[config.mk]
export PLATFORM = sky130hd
export DESIGN_NAME = lts_cell
export DESIGN_NICKNAME = d
export VERILOG_FILES = /design/src/rtl/lts_pkg.sv /design/src/rtl/lts_cell.sv
export SDC_FILE = /design/constraint.sdc
export NUM_CORES = 1
export LEC_CHECK = 0
export BUFFER_PORTS_ARGS = -buffer_cell sky130_fd_sc_hd__buf_2
export CORE_MARGIN = 3
export CORE_UTILIZATION = 50
export DETAILED_ROUTE_END_ITERATION = 6
export HOLD_SLACK_MARGIN = 0.03
export PLACE_DENSITY = 0.85
export SYNTH_ARGS = -nofsm -noshare
export SYNTH_HDL_FRONTEND = slang
export SYNTH_SLANG_ARGS = --single-unit
[constraint.sdc]
create_clock -name clk -period 12.2 [get_ports clk]
set_clock_uncertainty 0.2 [all_clocks]
set_input_delay 1.83 -clock clk [delete_from_list [all_inputs] [get_ports clk]]
set_output_delay 1.83 -clock clk [all_outputs]
set_load 0.1 [all_outputs]
[src/rtl/lts_pkg.sv]
// ----------------------------------------------------------------------------
// lts_pkg
// Shared constants and types for the increasing-run length tracker.
// ----------------------------------------------------------------------------
package lts_pkg;

  // Capacity of the tails store, one cell per entry.
  localparam int MAX_LEN     = 256;
  // Width of one stored value.
  localparam int VALUE_WIDTH = 32;

  // Width of the value field on the input stream.
  localparam int IN_VALUE_W  = 32;
  // Input bits that carry the value before sign extension.
  localparam int SRC_W       = (VALUE_WIDTH < IN_VALUE_W) ? VALUE_WIDTH : IN_VALUE_W;

  // Internal length counter holds 0..MAX_LEN.
  localparam int LEN_W       = $clog2(MAX_LEN + 1);
  // Length field on the output stream.
  localparam int OUT_LEN_W   = 9;

  // Stream data widths, padded to whole bytes.
  localparam int S_DATA_W    = ((IN_VALUE_W + 7) / 8) * 8;
  localparam int M_DATA_W    = ((OUT_LEN_W + 1 + 7) / 8) * 8;

  // Per-beat control broadcast to every cell.
  typedef struct packed {
    logic en;     // input beat accepted this cycle
    logic clear;  // beat ends the sequence: drop all occupancy
  } cell_ctl_t;

endpackage

[src/rtl/lts_cell.sv]
// ----------------------------------------------------------------------------
// lts_cell
// One entry of the tails store: holds a value and an occupied flag, compares
// the broadcast value and takes it when it is the first entry not smaller.
// ----------------------------------------------------------------------------
module lts_cell (
  input  logic                                   clk,
  input  logic                                   rst,
  input  lts_pkg::cell_ctl_t                     ctl,
  input  logic signed [lts_pkg::VALUE_WIDTH-1:0] value,
  input  logic                                   left_less,  // all cells to the left hold smaller
  output logic                                   less,       // this cell holds a smaller value
  output logic                                   appended    // value would land in an empty cell
);

  logic signed [lts_pkg::VALUE_WIDTH-1:0] tail;
  logic                                   occ;
  logic                                   take;

  assign less     = occ && (tail < value);
  // tails are strictly increasing, so less is a prefix over the row
  assign take     = left_less && !less;
  assign appended = left_less && !occ;

  always_ff @(posedge clk) begin
    if (ctl.en && take) begin
      tail <= value;
    end
  end

  always_ff @(posedge clk) begin
    if (rst) begin
      occ <= 1'b0;
    end else if (ctl.en) begin
      if (ctl.clear) begin
        occ <= 1'b0;
      end else if (take) begin
        occ <= 1'b1;
      end
    end
  end

endmodule

==> summary.txt <==
Drt
  – Final WL: about 3000 um
  – Wire per inst: between 10 and 15 um
  – Routed Antenna Nets: 0
  – 1st-iter DRT viols: 94
  – Via count: 1224
  – Via density: about 5
  – Initial DRT Pass Iterations: 4
  – DR DRC count: 0

Synthesis
  – Synth Warn #: 0
  – Adder-Cell Fraction of Synth Area: between 20% and 30%
  – Syn nets: around 220
  – Synthesized flop and latch total: 33
  – Cells after Synth: ~150
  – Mapped Area: ~1800 sq um
  – Library cells used by synthesis: 24
  – Syn_area_per_cell: roughly 12 sq um
  – Register area share after synthesis: approximately 54%
  – Synth Flop Type: edfxtp_1
  – Synth Area in Compound Gates: 10.96%
  – Simple-Gate Fraction of Synth Area: 6.409%
  – Post-Synth XOR/XNOR Area: 0%
  – Number of synthesized flops with an enable pin: 32
  – Largest family of logic cells by synthesized area: adder cells
  – Async SR Flop Fraction: 0%
  – Mux contribution to synthesized area: less than 1%

Layout
  – Utilization after layout: around 62%
  – Final std cells w/o fill: roughly 240
  – Share of layout cells above drive strength 1: about a quarter
  – Layout Nets: roughly 270
  – # fillers: about 320
  – Register area: between 900 and 1000 sq um
  – Multi-input logic area: between 700 and 800 sq um
  – Ant diodes: 0
  – Area grow syn2layout: 16.95%

STA
  – Setup ws final: between 6 and 7 ns
  – Final Critical Period: ~6.0 ns
  – Final TNS setup: 0 ns
  – Endpoints failing hold: 0
  – RSZ-0062 raised after global routing: no
  – Max Slew Vio Count: 0
  – Slew margin rel.: between 60% and 70%
  – Measured slew at the worst slew-check pin: between 0.4 and 0.5 ns
  – # setup viols final: 0
  – Top achievable clock speed: approximately 0.17 GHz
  – Period utilization: about half

Die
  – Initial Utilization: between 50 and 60%
  – Core area: around 3400 sq um
  – Die H: 66.26 um
  – Io pins: 39
  – Die Wd: ~66 um
  – Die area: ~4400 sq um
  – Row count: 21

Clock tree
  – Hold_buf cts: 0
  – Worst-Skew Late Latency: approximately 0.34 ns
  – CTS max path bufs: 2
  – CTS tree: yes
  – H-tree Lvls: 2
  – Cts bufs inserted: 5
  – CTS root buffer: clkbuf_4
  – Post-CTS Setup Bufs: 0
  – Clock sinks: 33
  – Reg clk slew, reported paths: 0.09 ns
  – Post-CTS Resized: 0

Global route
  – Congestion Overflow GR: 0
  – Initial antenna violation count: 0
  – First-pass GRT wire length: approximately 5100 um
  – Vias in the first global route: roughly 1100
  – GRT Util Overall: between 10% and 20%
  – Largest net degree at the start of global routing: 28

Job
  – Max Cap Viol: 0

Setup path
  – Worst path arrival time: just under 4 ns
  – Worst setup SP type: input pin
  – Max FO, Critical Path: 2
  – Slack of the worst reg-to-reg path: 9.26 ns
  – Reg2reg end: tail[24]
  – Reg-to-Reg Start: tail[7]
  – Req. time, crit path: just over 10 ns
  – Worst Reg-to-Reg Cells: 7
  – Crit. End Element: output port
  – Setup CP Type: in -> out

Placed design
  – Post-place setup slack: approximately 6.2 ns
  – Hpwl dp: around 2400 um
  – I/O Buffers: 38
  – Placed cells: between 200 and 250
  – Placer Congestion: 0.7709

Pwr
  – Total design power: ~230 uW
  – Pwr per Cell Area: 106.7 nW/um^2
  – Leak: 0.001028 uW
  – VDD IR max: around 0.000075 V

Worst hold path
  – Worst hold path startpoint: occ
  – Hold Crit Class: reg -> reg
  – Hold Path Sink: occ
  – Hold depth: 2

Run status
  – Status: finished clean
## critical path, cell delays in order
cell	delay, ns
buf_2	0.09
inv_1	0.04
ha_1	0.31
a21oi_1	0.15
o21ai_1	0.08
a211o_1	0.28
a211o_1	0.30
a31oi_1	0.26
mux2_1	0.34
buf_2	0.29
## worst max-delay path by stage
stage	cells past startpoint	startpoint	end	slack [ns]
floorplan	8	value[21]	tail[0]	6.12
global placement	10	value[21]	less	6.21
detailed placement	10	value[21]	less	6.21
CTS	10	value[21]	less	6.19
global route	10	value[31]	less	6.08
finish	10	value[21]	less	6.20
## per-stage QoR
stage / hold slack [ns] / instance area, sq um
floorplan: 0.2996 / 1815
global placement: 0.3167 / 2074
detailed placement: 0.3428 / 2074
CTS: 0.3564 / 2123
global route: 0.3855 / 2123
finish: 0.3522 / 2123
## metal layers
| metal | share of wire [%] | up-vias | GRT usage, % | wire length (um) |
|---|---|---|---|---|
| li1 | - | 640 | - | - |
| met1 | 47 | 541 | 22.68 | 1435 |
| met2 | 45 | 36 | 21.81 | 1354 |
| met3 | 6.2 | 7 | 4.422 | 190 |
| met4 | 2.0 | 0 | 8.376 | 62 |
| met5 | 0 | - | 0 | 0 |
## registers in the layout, indices dropped and copies added, names as in the netlist
register	flops
tail	32
occ	1
## synthesized netlist by cell type (all sizes together), types with 3 or more instances
cell type	number	share of area, %
o21ai	4	1.1
a211o	3	1.4
nand3	3	0.83
nor2	3	0.62
nand2	7	1.4
edfxtp	32	53
a21oi	15	4.1
ha	31	21
inv	32	6.6
nand4	5	1.7
## cells in the final DEF (no fill, tap or decap), types with 2 or more instances in the layout
cell type	instances
o21ai_0	3
inv_1	32
ha_1	31
a211o_1	3
clkbuf_4	5
nor2_1	3
nand3_1	3
buf_2	38
a21oi_1	15
nand4_1	5
nand2_1	7
clkbuf_1	3
edfxtp_1	32
a31oi_1	2
nor2b_1	2
## cells by family after synthesis
group | after synthesis
flops | 33
buf+inv | 32
compound gates | 31
fa+ha+maj | 31
simple gates | 23
mux | 1
## area by class of cell
cell class	count	area share, %
clock buffers	8	2.298
multi-input cells	86	33.82
repair buffers	39	9.311
well taps	46	2.711
flip-flops and latches	33	46.20
inverters	32	5.657
## power by group
| part | internal, uW | leakage (uW) | switching, uW |
|---|---|---|---|
| clock network | 23.0 | 0.0000265 | 35.3 |
| registers | 130 | 0.000308 | 1.76 |
| logic | 15.3 | 0.000694 | 20.7 |
(Power assumes the default switching activity.)
